### config.mk
export PLATFORM = sky130hd
export DESIGN_NAME = label_histogram_overlap_score_top_flat
export DESIGN_NICKNAME = d
export VERILOG_FILES = /design/src/hdl/lhos_pkg.sv /design/src/hdl/lhos_in_if.sv /design/src/hdl/lhos_out_if.sv /design/src/hdl/label_histogram_overlap_score_top.sv /design/src/flat_wrapper.sv
export SDC_FILE = /design/constraint.sdc
export NUM_CORES = 1
export LEC_CHECK = 0
export BUFFER_PORTS_ARGS = -buffer_cell sky130_fd_sc_hd__buf_2
export CAP_MARGIN = 0
export CORE_MARGIN = 1.5
export CORE_UTILIZATION = 40
export CTS_BUF_LIST = sky130_fd_sc_hd__clkbuf_16
export DETAILED_ROUTE_END_ITERATION = 6
export GPL_ROUTABILITY_DRIVEN = 0
export GPL_TIMING_DRIVEN = 0
export HOLD_SLACK_MARGIN = 0.05
export PLACE_DENSITY = 0.6
export SETUP_SLACK_MARGIN = 0.3
export SYNTH_ARGS = -nofsm -noshare
export SYNTH_HDL_FRONTEND = slang
export SYNTH_SLANG_ARGS = --single-unit
### constraint.sdc
create_clock -name clk -period 6.9 [get_ports clk]
set_input_delay 0.345 -clock clk [delete_from_list [all_inputs] [get_ports clk]]
set_output_delay 0.345 -clock clk [all_outputs]
set_load 0.02 [all_outputs]
### src/hdl/lhos_pkg.sv
// Shared constants and beat payload types for the label histogram overlap score block.
// No dependencies.
`default_nettype none

package lhos_pkg;

    localparam int CNT_W     = 16;
    localparam int ACC_W     = 20;
    localparam int TOTAL_W   = 21;
    localparam int SCORE_W   = 16;
    localparam int SCALE_W   = 8;
    localparam int SCALE     = 200;

    localparam int COUNT_BITS_DEF    = 16;
    localparam int FRACTION_BITS_DEF = 8;

    typedef struct packed {
        logic [CNT_W-1:0]   count_first;
        logic [CNT_W-1:0]   count_second;
        logic               is_vertex_bin;
        logic [ACC_W-1:0]   prior_common;
        logic [TOTAL_W-1:0] total_size;
        logic               last;
    } lhos_in_t;

    typedef struct packed {
        logic [SCORE_W-1:0] score;
        logic [ACC_W-1:0]   common_total;
        logic               zero_total;
    } lhos_out_t;

endpackage

`default_nettype wire

### src/hdl/lhos_in_if.sv
// Valid/ready channel carrying one feature bin per beat.
// Depends on lhos_pkg.
`default_nettype none

interface lhos_in_if;
    import lhos_pkg::*;

    logic     valid;
    logic     ready;
    lhos_in_t data;

    modport source (output valid, output data, input ready);
    modport sink   (input valid, input data, output ready);
endinterface

`default_nettype wire

### src/hdl/lhos_out_if.sv
// Valid/ready channel carrying one overlap score result per beat.
// Depends on lhos_pkg.
`default_nettype none

interface lhos_out_if;
    import lhos_pkg::*;

    logic      valid;
    logic      ready;
    lhos_out_t data;

    modport source (output valid, output data, input ready);
    modport sink   (input valid, input data, output ready);
endinterface

`default_nettype wire

### src/hdl/label_histogram_overlap_score_top.sv
// Label histogram overlap score: sums min of bin counts over a run, then divides
// 200*common*2^FRACTION_BITS by total_size in a shared restoring-divide step unit.
// Depends on lhos_pkg, lhos_in_if, lhos_out_if.
// Throughput: a bin that is not last is taken every cycle while the block is in its accumulate state.
// After a last bin the divider produces one quotient bit per cycle; a zero total skips the
// divide and goes straight to the result beat; rst_n low (async) clears run state.
`default_nettype none

module label_histogram_overlap_score_top #(
    parameter int COUNT_BITS    = lhos_pkg::COUNT_BITS_DEF,
    parameter int FRACTION_BITS = lhos_pkg::FRACTION_BITS_DEF
) (
    input  logic              clk,
    input  logic              rst_n,
    lhos_in_if.sink           bin,
    lhos_out_if.source        result
);
    import lhos_pkg::*;

    localparam int EFF_BITS = (COUNT_BITS < CNT_W) ? COUNT_BITS : CNT_W;
    localparam logic [CNT_W-1:0] CNT_MASK = {CNT_W{1'b1}} >> (CNT_W - EFF_BITS);
    localparam int PROD_W = ACC_W + SCALE_W;
    localparam int NUM_W  = PROD_W + FRACTION_BITS;
    localparam int STEP_W = $clog2(NUM_W + 1);
    localparam logic [STEP_W-1:0] STEP_LAST = STEP_W'(NUM_W - 1);

    typedef enum logic [2:0] {
        ST_ACC  = 3'b001,
        ST_DIV  = 3'b010,
        ST_DONE = 3'b100
    } state_t;

    state_t              state_reg, state_next;
    logic [ACC_W-1:0]    acc_reg, acc_next;
    logic                skip_reg, skip_next;
    logic                start_reg, start_next;
    logic [STEP_W-1:0]   step_reg, step_next;
    logic                out_valid_reg, out_valid_next;

    logic [NUM_W-1:0]    num_reg, num_next;
    logic [TOTAL_W-1:0]  rem_reg, rem_next;
    logic [TOTAL_W-1:0]  total_reg, total_next;
    logic [SCORE_W-1:0]  quo_reg, quo_next;
    logic                ovf_reg, ovf_next;
    logic                zero_reg, zero_next;
    lhos_out_t           out_data_reg, out_data_next;

    logic                accept;
    logic                out_load;
    logic [CNT_W-1:0]    cnt_a, cnt_b, cnt_min, addend;
    logic [ACC_W-1:0]    acc_base, acc_new;
    logic                skip_now;
    logic [ACC_W:0]      acc_sum;
    logic [PROD_W-1:0]   prod;
    logic [TOTAL_W:0]    trial, diff;
    logic                qbit;
    logic [SCORE_W-1:0]  score_val;

    assign bin.ready    = (state_reg == ST_ACC);
    assign accept       = bin.valid && bin.ready;
    assign result.valid = out_valid_reg;
    assign result.data  = out_data_reg;
    assign out_load     = (state_reg == ST_DONE) && (!out_valid_reg || result.ready);

    // accumulate datapath
    always_comb
    begin
        cnt_a    = bin.data.count_first & CNT_MASK;
        cnt_b    = bin.data.count_second & CNT_MASK;
        cnt_min  = (cnt_a < cnt_b) ? cnt_a : cnt_b;
        acc_base = start_reg ? bin.data.prior_common : acc_reg;
        skip_now = start_reg ? (bin.data.prior_common != '0) : skip_reg;
        addend   = (bin.data.is_vertex_bin && skip_now) ? '0 : cnt_min;
        acc_sum  = {1'b0, acc_base} + {{(ACC_W + 1 - CNT_W){1'b0}}, addend};
        acc_new  = acc_sum[ACC_W] ? {ACC_W{1'b1}} : acc_sum[ACC_W-1:0];
        prod     = PROD_W'(acc_new) * PROD_W'(SCALE);
    end

    // shared divide step
    always_comb
    begin
        trial     = {rem_reg, num_reg[NUM_W-1]};
        diff      = trial - {1'b0, total_reg};
        qbit      = !diff[TOTAL_W];
        score_val = zero_reg ? '0 : (ovf_reg ? {SCORE_W{1'b1}} : quo_reg);
    end

    always_comb
    begin
        state_next     = state_reg;
        acc_next       = acc_reg;
        skip_next      = skip_reg;
        start_next     = start_reg;
        step_next      = step_reg;
        out_valid_next = out_valid_reg;
        num_next       = num_reg;
        rem_next       = rem_reg;
        total_next     = total_reg;
        quo_next       = quo_reg;
        ovf_next       = ovf_reg;
        zero_next      = zero_reg;
        out_data_next  = out_data_reg;

        if (out_valid_reg && result.ready)
        begin
            out_valid_next = 1'b0;
        end

        unique case (state_reg)
            ST_ACC:
            begin
                if (accept)
                begin
                    acc_next   = acc_new;
                    skip_next  = skip_now;
                    start_next = 1'b0;
                    if (bin.data.last)
                    begin
                        total_next = bin.data.total_size;
                        zero_next  = (bin.data.total_size == '0);
                        num_next   = NUM_W'(prod) << FRACTION_BITS;
                        rem_next   = '0;
                        quo_next   = '0;
                        ovf_next   = 1'b0;
                        step_next  = '0;
                        state_next = (bin.data.total_size == '0) ? ST_DONE : ST_DIV;
                    end
                end
            end
            ST_DIV:
            begin
                num_next  = num_reg << 1;
                rem_next  = qbit ? diff[TOTAL_W-1:0] : trial[TOTAL_W-1:0];
                quo_next  = {quo_reg[SCORE_W-2:0], qbit};
                ovf_next  = ovf_reg | quo_reg[SCORE_W-1];
                step_next = step_reg + 1'b1;
                if (step_reg == STEP_LAST)
                begin
                    state_next = ST_DONE;
                end
            end
            ST_DONE:
            begin
                if (out_load)
                begin
                    out_data_next.score        = score_val;
                    out_data_next.common_total = acc_reg;
                    out_data_next.zero_total   = zero_reg;
                    out_valid_next             = 1'b1;
                    acc_next                   = '0;
                    skip_next                  = 1'b0;
                    start_next                 = 1'b1;
                    state_next                 = ST_ACC;
                end
            end
            default:
            begin
                state_next = ST_ACC;
            end
        endcase
    end

    always_ff @(posedge clk or negedge rst_n)
    begin
        if (!rst_n)
        begin
            state_reg     <= ST_ACC;
            acc_reg       <= '0;
            skip_reg      <= 1'b0;
            start_reg     <= 1'b1;
            step_reg      <= '0;
            out_valid_reg <= 1'b0;
        end
        else
        begin
            state_reg     <= state_next;
            acc_reg       <= acc_next;
            skip_reg      <= skip_next;
            start_reg     <= start_next;
            step_reg      <= step_next;
            out_valid_reg <= out_valid_next;
        end
    end

    always_ff @(posedge clk)
    begin
        num_reg      <= num_next;
        rem_reg      <= rem_next;
        total_reg    <= total_next;
        quo_reg      <= quo_next;
        ovf_reg      <= ovf_next;
        zero_reg     <= zero_next;
        out_data_reg <= out_data_next;
    end

endmodule

`default_nettype wire

### src/flat_wrapper.sv
// flat-port wrapper written by rule: the top's interface ports become plain ports
module label_histogram_overlap_score_top_flat import lhos_pkg::*;
#(
    parameter int COUNT_BITS    = lhos_pkg::COUNT_BITS_DEF,
    parameter int FRACTION_BITS = lhos_pkg::FRACTION_BITS_DEF
)
  (clk, rst_n, bin_valid, bin_data, bin_ready, result_valid, result_data, result_ready);
  lhos_in_if bin_i ();
  lhos_out_if result_i ();
  input  logic clk;
  input  logic rst_n;
  input wire logic [$bits(bin_i.valid)-1:0] bin_valid;
  input wire logic [$bits(bin_i.data)-1:0] bin_data;
  output wire logic [$bits(bin_i.ready)-1:0] bin_ready;
  output wire logic [$bits(result_i.valid)-1:0] result_valid;
  output wire logic [$bits(result_i.data)-1:0] result_data;
  input wire logic [$bits(result_i.ready)-1:0] result_ready;
  assign bin_i.valid = bin_valid;
  assign bin_i.data = bin_data;
  assign bin_ready = bin_i.ready;
  assign result_valid = result_i.valid;
  assign result_data = result_i.data;
  assign result_i.ready = result_ready;
  label_histogram_overlap_score_top #(.COUNT_BITS(COUNT_BITS), .FRACTION_BITS(FRACTION_BITS)) u_core (.clk(clk), .rst_n(rst_n), .bin(bin_i), .result(result_i));
endmodule
==> summary.md, run 1 <==
| Metric | Value |
|---|---|
| Data arrival time of the worst path | `6.56 ns` |
| Crit end category | `register` |
| Crit path kind | `input pin to register` |
| RSZ-0062 raised after global routing | `false` |
| Synth async-reset ratio | `0.208` |
| Final Skew | `0.0136 ns` |
| First-pass GRT wire length | `45000 um` |
| RR Startpoint | `u_core.start_reg$_DFFE_PN1P_` |
| Nets | `roughly 1.5k` |
| Hold Crit Depth | `1` |
| Synthesized Nets | `1320` |
| CTS tree | `built` |
| IO Port Bufs | `117` |
| EDFF count, synth | `roughly 120` |
| Worst hold margin | `0.112 ns` |
| Starting density of the core | `0.408` |
| I/O Pins | `118` |
| Rel. slew slack | `0.158` |
| Distinct cell type count after synthesis | `75` |
| Tcrit/Tclk final | `0.929` |
| Drc violations | `0` |
| Syn Inst Count | `roughly 1.1k` |
| CP Max Fanout | `5` |
| Reg clk slew, reported paths | `about 0.060 ns` |
| Clock tree buffer depth | `2` |
| Max frequency | `between 150 and 200 MHz` |
| Share of layout cells above drive strength 1 | `0.268` |
| Busiest grt layer | `met2` |
| Die Wd | `169 um` |
| Slew @ Worst Pin | `1.26 ns` |
| Number of inserted diodes | `0` |
| Largest net degree at the start of global routing | `33` |
| Number of flip-flops in the largest register | `37` |
| Clk_lat worst skew | `~0.42 ns` |
| FF+latch count, synth | `154` |
| Post-Syn Area | `0.0110 sq mm` |
| Peak per-stage delay on the critical path | `0.55 ns` |
| Hpwl dp | `20900 um` |
| Critical Path Start Type | `input pin` |
| Min-Delay Path Class | `input pin to register` |
| CP required | `7.05 ns` |
| Syn. warnings | `0` |
| Vias in the first global route | `8699` |
| Crit. Startpoint | `bin_data[44]` |
| DR pass1 iterations | `6` |
| Clock sinks | `154` |
| Fin crit period | `about 6.4 ns` |
| FF-to-FF path depth | `24` |
| Row cnt | `60` |
| Fin. Hold Viols | `0` |
| Routed length per instance | `17.2 um` |
| Vias after detailed routing | `9050` |
| Remaining antenna violation count | `0` |
| Slowest-stage cell, CP | `fa_1` |
| Maxcap violations | `0` |
| Status | `finished, final reports clean` |
| All-Layer GR Usage | `0.199` |
| Met3 track demand over resource | `0.0231` |
| Core area | `0.0270 sq mm` |
| Register area share after synthesis | `0.405` |
| CTS HTree Levels | `4` |
| Clock buffer count from CTS | `17` |
| WL final | `between 20000 and 30000 um` |
| Die area | `0.0286 sq mm` |
| Max Slew Vio Count | `0` |
| Initial antenna violation count | `0` |
| GR met2 Demand/Resource | `0.312` |
| Hold Startpoint | `bin_data[9]` |
| CTS root buf | `clkbuf_16` |
| Top_reg_cell synth | `edfxtp_1` |
| P&R area growth vs syn | `26.1%` |
| Syn avg cell area | `9.98 sq um` |
| Die height | `approximately 170 um` |
| GR Layer Usage met1 | `0.293` |
| Total grt overflow | `0` |
| Initial drt markers | `584` |
| Final Setup Violations | `0` |
| Post-DR vias/cell | `roughly 5.5` |
-- per-layer routing --
layer / part of all wire / routed length (um)
met5: 0 / 0
met4: 0.013 / 356
met3: 0.035 / 989
met2: 0.45 / 12700
met1: 0.50 / 14200
-- final timing paths --
kind,slack [ns],endpoint
min in group asynchronous,0.55,u_core.acc_reg[15]$_DFFE_PN0P_
max reg2reg,0.52,u_core.num_reg[34]$_DFFE_PP_
max,0.49,u_core.num_reg[34]$_DFFE_PP_
max in group asynchronous,5.82,u_core.acc_reg[6]$_DFFE_PN0P_
min,0.11,u_core.total_reg[8]$_DFFE_PP_
min reg2reg,0.49,u_core.result.data[2]$_DFFE_PP_
-- layout by cell type, fill, tap and decap left out, types with 6 or more instances in the layout --
cell type and n:
nor3_1 16, edfxtp_1 122, o211ai_1 10, xnor2_1 19, inv_2 7, a22oi_1 6, nand4_1 6, nor4_1 12
o21a_1 15, xor2_1 22, ha_4 24, a21oi_1 62, nand2b_1 15, o21ai_0 38, nand3_1 11, buf_4 40
clkbuf_16 18, a21o_1 23, ha_1 86, mux2i_1 18, o21ai_1 14, a21oi_2 7, mux2i_2 6, buf_2 121
mux2_2 17, a22o_1 12, nand2_1 117, inv_1 65, nor2_1 90, and2_1 25, clkbuf_1 18, ha_2 8
buf_6 8, dfrtp_1 30, a211oi_1 12, and3_1 12, or3_1 6, fa_1 13
-- cells by family (layout without fill, tap and decap cells) --
group | after synthesis | after routing | share of synthesized area
DFF | 154 | 154 | 0.405
and+or+nand+nor | 352 | 352 | 0.149
xor gates and xnor gates | 44 | 44 | 0.0349
adders and majority gates | 135 | 135 | 0.165
buffers and inverters | 107 | 303 | 0.0395
AOI/OAI and AO/OA | 271 | 271 | 0.166
muxes | 43 | 43 | 0.0409
-- repair_timing --
action,CTS,global route
endpoints found under the setup margin,16,15
buffers inserted,10,29
resized for setup,38,114
hold buffers,1,0
cloned,1,1
hold endpoints to repair,26,0
pin swaps,12,62
-- Yosys cell counts (3+ instances only) --
cell type	number	area share
nand2_1	127	0.043
edfxtp_1	122	0.33
ha_1	118	0.13
nor2_1	94	0.032
a21oi_1	72	0.033
inv_1	70	0.024
o21ai_0	45	0.020
dfrtp_1	30	0.068
mux2i_1	26	0.024
and2_1	25	0.014
a21o_1	23	0.016
xor2_1	23	0.018
clkbuf_1	22	0.0075
xnor2_1	21	0.017
fa_1	17	0.031
mux2_2	17	0.017
nor3_1	16	0.0073
o21a_1	16	0.011
a211oi_1	15	0.010
nand2b_1	15	0.0085
and3_1	13	0.0074
nand3_1	13	0.0059
nor4_1	13	0.0074
a22o_1	12	0.0095
o21ai_1	11	0.0050
o211ai_1	10	0.0068
or3_1	8	0.0045
a31oi_1	7	0.0040
a22oi_1	6	0.0041
buf_2	6	0.0027
nand4_1	6	0.0034
o21bai_1	6	0.0041
a21boi_0	4	0.0027
nor2b_1	4	0.0023
o31ai_1	4	0.0027
or3b_1	4	0.0032
a211o_1	3	0.0024
buf_1	3	0.0010
buf_4	3	0.0020
nand3b_1	3	0.0020
nor3b_1	3	0.0020
o31a_1	3	0.0024
-- critical path: cells and delay by family --
kind | cells | cell delay [ns]
buffers and inverters | 5 | 0.72
muxes | 1 | 0.23
adders and majority gates | 6 | 1.72
and+or+nand+nor | 5 | 0.97
AOI/OAI and AO/OA | 12 | 2.37
xor gates and xnor gates | 1 | 0.21
-- metrics by stage --
| step | cells | utilization | setup TNS [ns] | setup WS (ns) | area (sq um) |
|---|---|---|---|---|---|
| 2_1_floorplan | 1106 | - | 0 | 0.301 | 11100 |
| 3_3_place_gp | 1564 | 0.450 | -8.64 | -0.906 | 12200 |
| 3_5_place_dp | 1569 | 0.453 | -8.85 | -0.910 | 12200 |
| 4_1_cts | 1613 | 0.484 | 0 | 0.271 | 13100 |
| 5_1_grt | 1643 | 0.515 | 0 | 0.259 | 13900 |
| 6_report | 1643 | 0.515 | 0 | 0.493 | 13900 |
-- final cells by class --
class | count | area (sq um)
Buffer | 36 | 211
Clock inverter | 15 | 154
Clock buffer | 17 | 425
Tap cell | 341 | 427
Timing Repair Buffer | 164 | 1040
Fill cell | 2463 | 13100
Inverter | 71 | 267
Sequential cell | 154 | 4470
Multi-Input combinational cell | 845 | 6910
Power of run 1 is not shown: default switching activity piles up to over one toggle a cycle in this logic, so the estimate is an artifact.
==> run 2: changes to the inputs <==
--- a/config.mk
+++ b/config.mk
@@ -5,6 +5,7 @@
 export SDC_FILE = /design/constraint.sdc
 export NUM_CORES = 1
 export LEC_CHECK = 0
+export ABC_AREA = 1
 export BUFFER_PORTS_ARGS = -buffer_cell sky130_fd_sc_hd__buf_2
 export CAP_MARGIN = 0
 export CORE_MARGIN = 1.5
==> run 2 against run 1 <==
  * Clock skew fell by 0.00066 ns
  * Synthesized cell count grew 40%
  * Die area rose by 7.8%
  * Sequential share of layout area grew 0.35 points
  * Core utilization down 4.0 points
  * Register-to-register slack gained 0.10 ns
  * Critical path type is now register to register
  * Clock-buffer cell count unchanged
  * Design area decreased by 1.1%
  * First-iteration DRC count up 7.7%
  * Non-clock buffer count decreased by 45
  * Largest cell class unchanged
==> summary.md, run 2 <==
| Metric | Value |
|---|---|
| Status | `finished, final reports clean` |
| Nets | `around 1.9k` |
| Slew @ Worst Pin | `around 0.87 ns` |
| Worst Hold Endpoint | `u_core.total_reg[9]$_DFFE_PP_` |
| Rel. slew slack | `0.420` |
| Final Setup Violations | `0` |
| Syn. warnings | `0` |
| All-Layer GR Usage | `0.206` |
| Post-DR vias/cell | `4.94` |
| Crit end category | `register` |
| FF-to-FF path depth | `29` |
| Synth async-reset ratio | `0.208` |
| Synthesized Nets | `1761` |
| Top post-synthesis cells by count | `464 x nand2_1, 220 x inv_1, 157 x nor2_1, 122 x edfxtp_1, 118 x ha_1` |
| FF+latch count, synth | `154` |
| Clock buffer count from CTS | `17` |
| CTS tree | `built` |
| Data arrival time of the worst path | `6.47 ns` |
| Vias in the first global route | `10.2k` |
| Final WS setup | `0.620 ns` |
| First-pass GRT wire length | `50100 um` |
| Hpwl dp | `24200 um` |
| Reg clk slew, reported paths | `approximately 0.080 ns` |
| Fin util | `0.474` |
| DR pass1 iterations | `5` |
| CP Max Fanout | `10` |
| Top_reg_cell synth | `edfxtp_1` |
| Fin crit period | `6.28 ns` |
| Fin. Hold Viols | `0` |
| Syn avg cell area | `7.69 sq um` |
| Min-Delay Path Class | `input pin to register` |
| Most frequent cells in the layout | `459 x nand2_1, 219 x inv_1, 151 x nor2_1, 122 x edfxtp_1, 120 x buf_2` |
| Tcrit/Tclk final | `0.910` |
| Reg-to-Reg End | `u_core.num_reg[28]$_DFFE_PP_` |
| Routed length per instance | `14.6 um` |
| WP buf/inv | `4` |
| Syn Inst Count | `1547` |
| Final Skew | `0.0129 ns` |
| Number of inserted diodes | `0` |
| Initial antenna violation count | `0` |
| Top cell type's share of synthesized area | `0.308` |
| Crit path kind | `register to register` |
| Hold Startpoint | `bin_data[10]` |
| Row cnt | `62` |
| GR met2 Demand/Resource | `0.358` |
| CTS root buf | `clkbuf_16` |
| Remaining antenna violation count | `0` |
| Post-Syn Area | `roughly 0.012 sq mm` |
| Die height | `approximately 180 um` |
| Critical Path Start Type | `register` |
| Largest net degree at the start of global routing | `42` |
| Met3 track demand over resource | `0.0327` |
| Synth area leaders | `edfxtp_1 31%, nand2_1 15%, ha_1 12%` |
| Hold Crit Depth | `1` |
| CTS HTree Levels | `4` |
| Busiest grt layer | `met2` |
| I/O Pins | `118` |
| Peak per-stage delay on the critical path | `0.52 ns` |
| Drc violations | `0` |
| Share of layout cells above drive strength 1 | `0.144` |
| Post-synth top area cell | `edfxtp_1` |
| Clock tree buffer depth | `2` |
| Initial drt markers | `629` |
| IO Port Bufs | `117` |
| Number of flip-flops in the largest register | `37` |
| R2r setup slk | `0.62 ns` |
| Clock sinks | `roughly 150` |
| RR Startpoint | `u_core.start_reg$_DFFE_PN1P_` |
| Place WS | `0.0146 ns` |
| Max frequency | `~160 MHz` |
| EDFF count, synth | `about 120` |
| Max Slew Vio Count | `0` |
| P&R area growth vs syn | `15.6%` |
| GR Layer Usage met1 | `0.257` |
| Most common cell in the synthesized netlist | `nand2_1` |
| Die Wd | `176 um` |
| Clk_lat worst skew | `0.43 ns` |
| Total negative slack | `0 ns` |
| Distinct cell type count after synthesis | `47` |
| Slowest-stage cell, CP | `dfstp_2` |
| Maxcap violations | `0` |
| RSZ-0062 raised after global routing | `false` |
| Vias after detailed routing | `10.3k` |
| WL final | `~30000 um` |
| Starting density of the core | `0.410` |
| Delay-heaviest family, CP | `simple AND/OR/NAND/NOR gates` |
| Register area share after synthesis | `0.375` |
| Commonest non-fill, non-tap cell in the layout | `nand2_1` |
| Top cell by count, worst path | `ha_1` |
| Core area | `about 0.029 sq mm` |
| CP required | `7.09 ns` |
| Die area | `~0.031 sq mm` |
| Total grt overflow | `0` |
run 2: kinds of logic after synthesis:
logic type,after synthesis,share of synthesized area
flops,154,0.375
buf+inv,259,0.0860
xor+xnor,27,0.0199
fa+ha+maj,135,0.153
compound gates,167,0.0743
simple gates,805,0.292
run 2: per-stage QoR:
stage / hold WS [ns] / instances / instance area (sq um)
after floorplan: 0.0494 / 1547 / 11900
after global placement: 0.432 / 2048 / 13000
after global routing: 0.0783 / 2086 / 13800
after CTS: 0.0737 / 2084 / 13700
final: 0.0939 / 2086 / 13800
after detailed placement: 0.435 / 2051 / 13000
run 2: worst max-delay path by stage:
stage	to	depth (start not counted)	startpoint
3_3_place_gp	u_core.num_reg[32]$_DFFE_PP_	36	bin_data[48]
4_1_cts	u_core.num_reg[27]$_DFFE_PP_	33	u_core.start_reg$_DFFE_PN1P_
2_1_floorplan	u_core.num_reg[26]$_DFFE_PP_	37	bin_data[48]
3_5_place_dp	u_core.num_reg[31]$_DFFE_PP_	36	bin_data[48]
5_1_grt	u_core.num_reg[28]$_DFFE_PP_	31	u_core.start_reg$_DFFE_PN1P_
6_report	u_core.num_reg[28]$_DFFE_PP_	29	u_core.start_reg$_DFFE_PN1P_
run 2: metal layers:
metal	vias to the layer above	routed length, um
li1	5315	-
met1	4728	14000
met2	209	14500
met3	47	1100
met4	0	792
met5	-	0
run 2: area by class of cell:
cell class / count / area (sq um)
buffer: 32 / 170
clock buffer: 17 / 425
clock inverter: 15 / 173
fill: 2982 / 15300
inverter: 227 / 855
multi-input combinational: 1134 / 6510
sequential: 154 / 4470
tap: 384 / 480
timing repair buffer: 123 / 678
run 2: timing repair:
action,CTS,global route
hold buffers,1,0
endpoints found under the setup margin,0,18
hold endpoints to repair,27,0
setup buffers,0,2
resized for setup,0,30
Power of run 2 is left out for the same reason.
